`src/vtp_pkg.sv`:
```
// Package for the virtual timer pool: item, command and status structs, action and
// result codes, register indexes, reset values and controller state encoding.
// No dependencies.
`default_nettype none

package vtp_pkg;

   // Default pool size and the width of the slot field, which can address up to 16 slots.
   localparam int NUM_SLOTS_DEF = 6;
   localparam int SLOT_FIELD_W  = 4;

   // Input action codes.
   localparam logic [1:0] ACT_START = 2'd0;
   localparam logic [1:0] ACT_STOP  = 2'd1;
   localparam logic [1:0] ACT_TICK  = 2'd2;

   // Result kind codes.
   localparam logic [1:0] KIND_START  = 2'd0;
   localparam logic [1:0] KIND_STOP   = 2'd1;
   localparam logic [1:0] KIND_EXPIRY = 2'd2;

   // Configuration register indexes.
   localparam logic CSR_BASE_RUNNING = 1'b0;
   localparam logic CSR_TICK_STEP    = 1'b1;

   // Configuration reset values.
   localparam logic       BASE_RUNNING_RST = 1'b1;
   localparam logic [9:0] TICK_STEP_RST    = 10'd10;

   typedef struct packed {
      logic [1:0]  action;
      logic [15:0] period_ms;
      logic        periodic;
      logic [3:0]  slot;
   } req_type;

   typedef struct packed {
      logic [1:0]  kind;
      logic        ok;
      logic [3:0]  slot_id;
      logic [15:0] period_out;
      logic        last;
   } rsp_type;

   typedef enum logic [2:0] {
      ST_IDLE  = 3'b001,
      ST_SCAN  = 3'b010,
      ST_FLUSH = 3'b100
   } state_type;

   // Commands from the controller to the datapath.
   typedef struct packed {
      logic start_op;
      logic stop_op;
      logic scan_step;
      logic flush;
   } cmd_type;

   // Status from the datapath to the controller.
   typedef struct packed {
      logic scan_last;
      logic pend_valid;
   } status_type;

endpackage

`default_nettype wire

```
`src/vtp_datapath.sv`:
```
// Datapath of the virtual timer pool: slot store, tick scan, pending expiry
// holding register, result register and configuration registers.
// Depends on vtp_pkg.
`default_nettype none

module vtp_datapath #(
   parameter int NUM_SLOTS = vtp_pkg::NUM_SLOTS_DEF
) (
   input  wire                  clock,
   input  wire                  reset,
   input  vtp_pkg::req_type     req_item,
   input  vtp_pkg::cmd_type     cmd,
   output vtp_pkg::status_type  status,
   input  wire                  csr_wr,
   input  wire                  csr_index,
   input  wire  [9:0]           csr_wdata,
   output logic                 rsp_valid,
   output vtp_pkg::rsp_type     rsp_item
);

   localparam int IDX_W = (NUM_SLOTS > 1) ? $clog2(NUM_SLOTS) : 1;

   logic [NUM_SLOTS-1:0] active_ff, active_in;
   logic                 periodic_ff [NUM_SLOTS];
   logic [15:0]          period_ff   [NUM_SLOTS];
   logic [16:0]          elapsed_ff  [NUM_SLOTS];

   logic [IDX_W-1:0]     idx_ff, idx_in;
   vtp_pkg::rsp_type     pend_ff, pend_in;
   logic                 pend_valid_ff, pend_valid_in;
   vtp_pkg::rsp_type     rsp_ff, rsp_in;
   logic                 rsp_valid_ff, rsp_valid_in;
   logic                 base_running_ff, base_running_in;
   logic [9:0]           tick_step_ff, tick_step_in;

   logic                 any_free;
   logic [IDX_W-1:0]     free_idx;
   logic                 start_ok;
   logic                 slot_in_range;
   logic                 stop_ok;
   logic                 scan_last;
   logic                 scan_active;
   logic [16:0]          sum;
   logic                 expire;

   // Lowest free slot: walk from the top so the lowest index wins.
   always_comb begin
      any_free = 1'b0;
      free_idx = '0;
      for (int i = NUM_SLOTS - 1; i >= 0; i--) begin
         if (!active_ff[i]) begin
            any_free = 1'b1;
            free_idx = IDX_W'(i);
         end
      end
   end

   assign start_ok = cmd.start_op && (req_item.period_ms != 16'd0) && base_running_ff
                     && any_free;

   assign slot_in_range = {1'b0, req_item.slot} < (vtp_pkg::SLOT_FIELD_W + 1)'(NUM_SLOTS);
   assign stop_ok = cmd.stop_op && slot_in_range && active_ff[req_item.slot[IDX_W-1:0]];

   assign scan_last   = idx_ff == IDX_W'(NUM_SLOTS - 1);
   assign scan_active = active_ff[idx_ff];
   assign sum         = elapsed_ff[idx_ff] + {7'd0, tick_step_ff};
   assign expire      = cmd.scan_step && scan_active && (sum >= {1'b0, period_ff[idx_ff]});

   always_comb begin
      active_in       = active_ff;
      idx_in          = idx_ff;
      pend_in         = pend_ff;
      pend_valid_in   = pend_valid_ff;
      rsp_in          = rsp_ff;
      rsp_valid_in    = 1'b0;
      base_running_in = base_running_ff;
      tick_step_in    = tick_step_ff;

      if (csr_wr) begin
         case (csr_index)
            vtp_pkg::CSR_BASE_RUNNING: base_running_in = csr_wdata[0];
            vtp_pkg::CSR_TICK_STEP:    tick_step_in    = csr_wdata;
            default: ;
         endcase
      end

      if (cmd.start_op) begin
         rsp_valid_in       = 1'b1;
         rsp_in.kind        = vtp_pkg::KIND_START;
         rsp_in.ok          = start_ok;
         rsp_in.slot_id     = start_ok ? vtp_pkg::SLOT_FIELD_W'(free_idx) : '0;
         rsp_in.period_out  = '0;
         rsp_in.last        = 1'b1;
         if (start_ok) begin
            active_in[free_idx] = 1'b1;
         end
      end

      if (cmd.stop_op) begin
         rsp_valid_in       = 1'b1;
         rsp_in.kind        = vtp_pkg::KIND_STOP;
         rsp_in.ok          = stop_ok;
         rsp_in.slot_id     = req_item.slot;
         rsp_in.period_out  = '0;
         rsp_in.last        = 1'b1;
         if (stop_ok) begin
            active_in[req_item.slot[IDX_W-1:0]] = 1'b0;
         end
      end

      if (cmd.scan_step) begin
         idx_in = scan_last ? '0 : idx_ff + 1'b1;
         if (expire) begin
            // The earlier expiry can go out now: it is known not to be the last.
            if (pend_valid_ff) begin
               rsp_valid_in = 1'b1;
               rsp_in       = pend_ff;
            end
            pend_valid_in      = 1'b1;
            pend_in.kind       = vtp_pkg::KIND_EXPIRY;
            pend_in.ok         = 1'b1;
            pend_in.slot_id    = vtp_pkg::SLOT_FIELD_W'(idx_ff);
            pend_in.period_out = period_ff[idx_ff];
            pend_in.last       = 1'b0;
            if (!periodic_ff[idx_ff]) begin
               active_in[idx_ff] = 1'b0;
            end
         end
      end

      if (cmd.flush && pend_valid_ff) begin
         rsp_valid_in  = 1'b1;
         rsp_in        = pend_ff;
         rsp_in.last   = 1'b1;
         pend_valid_in = 1'b0;
      end
   end

   always_ff @(posedge clock) begin
      if (reset) begin
         active_ff       <= '0;
         idx_ff          <= '0;
         pend_valid_ff   <= 1'b0;
         rsp_valid_ff    <= 1'b0;
         base_running_ff <= vtp_pkg::BASE_RUNNING_RST;
         tick_step_ff    <= vtp_pkg::TICK_STEP_RST;
      end else begin
         active_ff       <= active_in;
         idx_ff          <= idx_in;
         pend_valid_ff   <= pend_valid_in;
         rsp_valid_ff    <= rsp_valid_in;
         base_running_ff <= base_running_in;
         tick_step_ff    <= tick_step_in;
      end
   end

   always_ff @(posedge clock) begin
      pend_ff <= pend_in;
      rsp_ff  <= rsp_in;
   end

   // Slot store: written by a granted start or by the scan, read at the scan index.
   always_ff @(posedge clock) begin
      if (start_ok) begin
         periodic_ff[free_idx] <= req_item.periodic;
         period_ff[free_idx]   <= req_item.period_ms;
         elapsed_ff[free_idx]  <= '0;
      end else if (cmd.scan_step && scan_active) begin
         elapsed_ff[idx_ff] <= (expire && periodic_ff[idx_ff]) ? 17'd0 : sum;
      end
   end

   assign status.scan_last  = scan_last;
   assign status.pend_valid = pend_valid_ff;
   assign rsp_valid         = rsp_valid_ff;
   assign rsp_item          = rsp_ff;

endmodule

`default_nettype wire

```
`src/vtp_controller.sv`:
```
// Controller of the virtual timer pool: accepts items and sequences the tick
// scan and the final flush of the pending expiry.
// Depends on vtp_pkg.
`default_nettype none

module vtp_controller (
   input  wire                  clock,
   input  wire                  reset,
   input  wire                  start,
   input  wire  [1:0]           action,
   input  vtp_pkg::status_type  status,
   output vtp_pkg::cmd_type     cmd,
   output logic                 busy
);

   vtp_pkg::state_type state_ff, state_in;

   always_comb begin
      state_in      = state_ff;
      cmd.start_op  = 1'b0;
      cmd.stop_op   = 1'b0;
      cmd.scan_step = 1'b0;
      cmd.flush     = 1'b0;
      case (state_ff)
         vtp_pkg::ST_IDLE: begin
            if (start) begin
               case (action)
                  vtp_pkg::ACT_START: cmd.start_op = 1'b1;
                  vtp_pkg::ACT_STOP:  cmd.stop_op  = 1'b1;
                  vtp_pkg::ACT_TICK:  state_in     = vtp_pkg::ST_SCAN;
                  default: ;
               endcase
            end
         end
         vtp_pkg::ST_SCAN: begin
            cmd.scan_step = 1'b1;
            if (status.scan_last) begin
               state_in = vtp_pkg::ST_FLUSH;
            end
         end
         vtp_pkg::ST_FLUSH: begin
            cmd.flush = 1'b1;
            state_in  = vtp_pkg::ST_IDLE;
         end
         default: begin
            state_in = vtp_pkg::ST_IDLE;
         end
      endcase
   end

   always_ff @(posedge clock) begin
      if (reset) begin
         state_ff <= vtp_pkg::ST_IDLE;
      end else begin
         state_ff <= state_in;
      end
   end

   assign busy = state_ff != vtp_pkg::ST_IDLE;

endmodule

`default_nettype wire

```
`src/virtual_timer_pool.sv`:
```
// Top level of the virtual timer pool: controller, datapath and assertions.
// Depends on vtp_pkg, vtp_controller and vtp_datapath.
`default_nettype none

// A pool of NUM_SLOTS timers, each one-shot or periodic. An item is taken when
// start is high and busy is low. A start or stop item's reply appears on the
// cycle after acceptance and busy never rises, so a further item may follow at
// once. A tick item keeps busy high while the scan visits one slot per cycle
// through the single read port of the slot store and while the flush state
// then releases the held expiry. Expiry results come out in slot order, at
// most one per cycle, each in the cycle after the scan step that finds the
// next expiry; the final one, marked last, appears in the same cycle as busy
// falls. A tick with no expiry gives no result. Every result is shown on
// rsp_item for exactly one cycle with rsp_valid high and the receiver cannot
// hold it off. Configuration writes are always taken (csr_ready is tied high)
// and should be made only while the pool is idle.

module virtual_timer_pool #(
   parameter int NUM_SLOTS = vtp_pkg::NUM_SLOTS_DEF
) (
   input  wire                clock,
   input  wire                reset,
   input  wire                start,
   output logic               busy,
   input  vtp_pkg::req_type   req_item,
   output logic               rsp_valid,
   output vtp_pkg::rsp_type   rsp_item,
   input  wire                csr_valid,
   output logic               csr_ready,
   input  wire                csr_index,
   input  wire  [9:0]         csr_wdata
);

   vtp_pkg::cmd_type    cmd;
   vtp_pkg::status_type status;

   assign csr_ready = 1'b1;

   vtp_controller u_controller (
      .clock  (clock),
      .reset  (reset),
      .start  (start),
      .action (req_item.action),
      .status (status),
      .cmd    (cmd),
      .busy   (busy)
   );

   vtp_datapath #(
      .NUM_SLOTS (NUM_SLOTS)
   ) u_datapath (
      .clock     (clock),
      .reset     (reset),
      .req_item  (req_item),
      .cmd       (cmd),
      .status    (status),
      .csr_wr    (csr_valid && csr_ready),
      .csr_index (csr_index),
      .csr_wdata (csr_wdata),
      .rsp_valid (rsp_valid),
      .rsp_item  (rsp_item)
   );

   // A start or stop item gets its single reply on the very next cycle.
   assert property (@(posedge clock) disable iff (reset)
      start && !busy && (req_item.action == vtp_pkg::ACT_START ||
                         req_item.action == vtp_pkg::ACT_STOP)
      |=> rsp_valid && rsp_item.last)
   else $error("start or stop reply missing");

   // Replies are always final; only expiries can be followed by more results.
   assert property (@(posedge clock) disable iff (reset)
      rsp_valid && rsp_item.kind != vtp_pkg::KIND_EXPIRY |-> rsp_item.last)
   else $error("reply not marked last");

   // Expiries come only out of a tick scan and carry a real period.
   assert property (@(posedge clock) disable iff (reset)
      rsp_valid && rsp_item.kind == vtp_pkg::KIND_EXPIRY
      |-> $past(busy) && rsp_item.ok && rsp_item.period_out != 16'd0)
   else $error("expiry outside a tick scan");

   // No expiry is left held once the pool is back to idle.
   assert property (@(posedge clock) disable iff (reset)
      $fell(busy) |-> !status.pend_valid)
   else $error("expiry left pending after scan");

endmodule

`default_nettype wire

```
`config.mk`:
```
export PLATFORM = sky130hd
export DESIGN_NAME = virtual_timer_pool
export DESIGN_NICKNAME = d
export VERILOG_FILES = /design/src/vtp_pkg.sv /design/src/vtp_datapath.sv /design/src/vtp_controller.sv /design/src/virtual_timer_pool.sv
export SDC_FILE = /design/constraint.sdc
export NUM_CORES = 1
export LEC_CHECK = 0
export BUFFER_PORTS_ARGS = -buffer_cell sky130_fd_sc_hd__buf_2
export CAP_MARGIN = 15
export CORE_MARGIN = 4
export CORE_UTILIZATION = 30
export DETAILED_ROUTE_END_ITERATION = 12
export HOLD_SLACK_MARGIN = 0.15
export PLACE_DENSITY = 0.44
export SYNTH_ARGS = -nofsm -noshare
export SYNTH_HDL_FRONTEND = slang
export SYNTH_HIERARCHICAL = 1
export SYNTH_SLANG_ARGS = --single-unit
export TNS_END_PERCENT = 30
```
`constraint.sdc`:
```
create_clock -name clock -period 9.3 [get_ports clock]
set_input_delay 1.86 -clock clock [delete_from_list [all_inputs] [get_ports clock]]
set_output_delay 1.86 -clock clock [all_outputs]
set_load 0.02 [all_outputs]
```
==> flow_summary.json <==
{
  "io_pins": 65,
  "placed_cells": 1377,
  "slew_viol_final": 0,
  "syn_area_per_cell_um2": 14.55,
  "worst_ep_arrival_time_ps": 6790,
  "start_util": 0.3035,
  "clk_pin_slew_worst_paths_ps": 60,
  "rsz0062_at_grt": "no",
  "cts-resized-gates": 0,
  "worstMarginPinSlew_ps": 1090,
  "drt-initial-drc-count": 461,
  "grt_pass1_wl_um": 43420,
  "fin_skew_ps": 11.91,
  "syn_nets": 873,
  "cts_tree": "yes",
  "syn_to_final_growth_pct": 16.65,
  "end_kind": "flip-flop",
  "postPlaceCellArea_um2": 12710,
  "core_area_um2": 38740,
  "path_cells": "mux4_2 > nor2_1 > a21oi_1 > ha_1 > a21o_1 > a21oi_1 > nor2b_1 > o31ai_1 > o211ai_1 > a21oi_1 > a211o_1 > nand3_1 > ha_1 > nand3_1 > or4_1 > a21o_1 > o211ai_1 > and4b_4 > nor2_1 > nand2_1 > and3_1",
  "hold_class": "flip-flop to flip-flop",
  "drt_wl_total_um": 28750,
  "cts_made_buffers": 30,
  "clk_latency_ps": 570,
  "maxCapViolations": 0,
  "fin_tns_setup_ps": 0,
  "ff_latch_area_um2": 7744,
  "cts_buffer_depth": 3,
  "drtPass1Iterations": 4,
  "nets": 957,
  "wl_per_cell_um": 20.05,
  "die_area_um2": 42420,
  "htreeDepth": 1,
  "finalCritPeriodShare": 0.7000,
  "fin_util": 0.3541,
  "powerDensity_nw_per_um2": 193.1,
  "grt_pass1_vias": 7008,
  "rows": 72,
  "fmax_mhz": 153.6,
  "ys.warnings.count": 6,
  "syn_area_um2": 11760,
  "avgViaCountPerCell": 4.709,
  "required_ps": 9580,
  "grt_use_total": 0.1344,
  "status": "finished, final reports clean",
  "drc": 0,
  "hold_viol": 0,
  "ir_worst_vdd_v": 0.0001037,
  "cts_setup_buffers": 0,
  "port_buffers": 63,
  "worstSetupPathType": "flip-flop to flip-flop",
  "layout.cells.non_filler": 1434,
  "dp_hpwl_um": 19010,
  "layout-drive-gt1-share": 0.2063,
  "cellLeakagePower_uw": 0.004837,
  "synthCells": 808,
  "slowest_delay_ps": 760,
  "cpMostUsedCell": "a21oi_1",
  "cts_sinks": 275,
  "ctsRootBufferMaster": "clkbuf_16",
  "grt_overflow": 0,
  "finalSetupViolCount": 0,
  "diodes": 0,
  "routed-via-count": 6752,
  "crit_path_top_delay_cell": "dfxtp_4",
  "antenna_found_initial": 0,
  "period_minus_slack_ps": 6510,
  "multi_input_area_um2": 3691,
  "final_area_um2": 13720,
  "die_w_um": 206.0,
  "nFillCells": 3785,
  "die_h_um": 206.0,
  "critPathLaunchType": "flip-flop",
  "critPathMaxFanout": 33,
  "maxSlewHeadroom": 0.2709,
  "place.gp.congestion": 0.7524,
  "ant_nets": 0,
  "postCtsHoldBufs": 0,
  "grt_max_degree": 48
}
cells in the final DEF (no fill, tap or decap), types with 11 or more instances in the layout:
| master | n |
|---|---|
| edfxtp_1 | 223 |
| nand2_1 | 73 |
| buf_2 | 63 |
| mux2i_1 | 55 |
| nor2_1 | 51 |
| dfxtp_1 | 49 |
| a21oi_1 | 46 |
| inv_1 | 44 |
| mux4_2 | 36 |
| clkbuf_16 | 30 |
| ha_1 | 26 |
| a21o_1 | 25 |
| buf_4 | 19 |
| nand3_1 | 11 |
| xnor2_1 | 11 |
layer usage:
| metal | vias up | track usage | part of all wire |
|---|---|---|---|
| met5 | - | 0 | 0 |
| met4 | 0 | 0.03422 | 0.018 |
| met3 | 32 | 0.01789 | 0.039 |
| met2 | 113 | 0.2192 | 0.46 |
| met1 | 3395 | 0.1906 | 0.48 |
| li1 | 3212 | - | - |
layout make-up:
class                      instances  area share
clock inverter                    24     0.01697
multi-input combinational        456      0.2691
timing repair buffer              83     0.03421
sequential                       275      0.5646
tap                              518     0.04725
clock buffer                      32     0.05528
inverter                          46     0.01259
flip-flops by register name, summed over array words and instances (netlist names), named ones only:
register and cells:
u_datapath/elapsed_ff 102, u_datapath/period_ff 96, u_datapath/rsp_item 24, u_datapath/pend_ff 19, u_datapath/tick_step_ff 10, u_datapath/active_ff 6, u_datapath/periodic_ff 6, u_controller/state_ff 3
u_datapath/idx_ff 3, u_datapath/base_running_ff 1, u_datapath/pend_valid_ff 1, u_datapath/rsp_valid 1
through the flow:
step,hold slack [ps],setup slack (ps),power [µW]
floorplan,406.4,3009,1437
global placement,431.6,2854,1486
detailed placement,440.6,2787,1487
CTS,450.4,2765,2689
global route,489.1,2233,2749
finish,449.6,2790,2649
worst max-delay path: cells and delay by family (launching register included):
kind,cells,cell delay [ps]
and+or+nand+nor,9,2190
AOI/OAI and AO/OA,9,2090
DFF,1,760
adders and majority gates,2,610
muxes,1,580
worst paths after layout:
check             cells after the start                                     end  slack (ps)                               start
setup / recovery                     21  u_datapath/elapsed_ff[5][13]$_DFFE_PP_        2790                           flip-flop
hold / removal                        2      u_datapath/rsp_item[23]$_SDFF_PP1_         450  u_datapath/rsp_item[23]$_SDFF_PP1_
setup reg to reg                     21  u_datapath/elapsed_ff[5][13]$_DFFE_PP_        2790                           flip-flop
hold reg to reg                       2      u_datapath/rsp_item[23]$_SDFF_PP1_         450  u_datapath/rsp_item[23]$_SDFF_PP1_
where the power goes:
part	internal [µW]	switching, µW	total (µW)
combinational	45.7	73.3	119
clock	700	490	1190
sequential	1330	6.81	1340
Note: power is estimated with default switching activity, not from simulation.
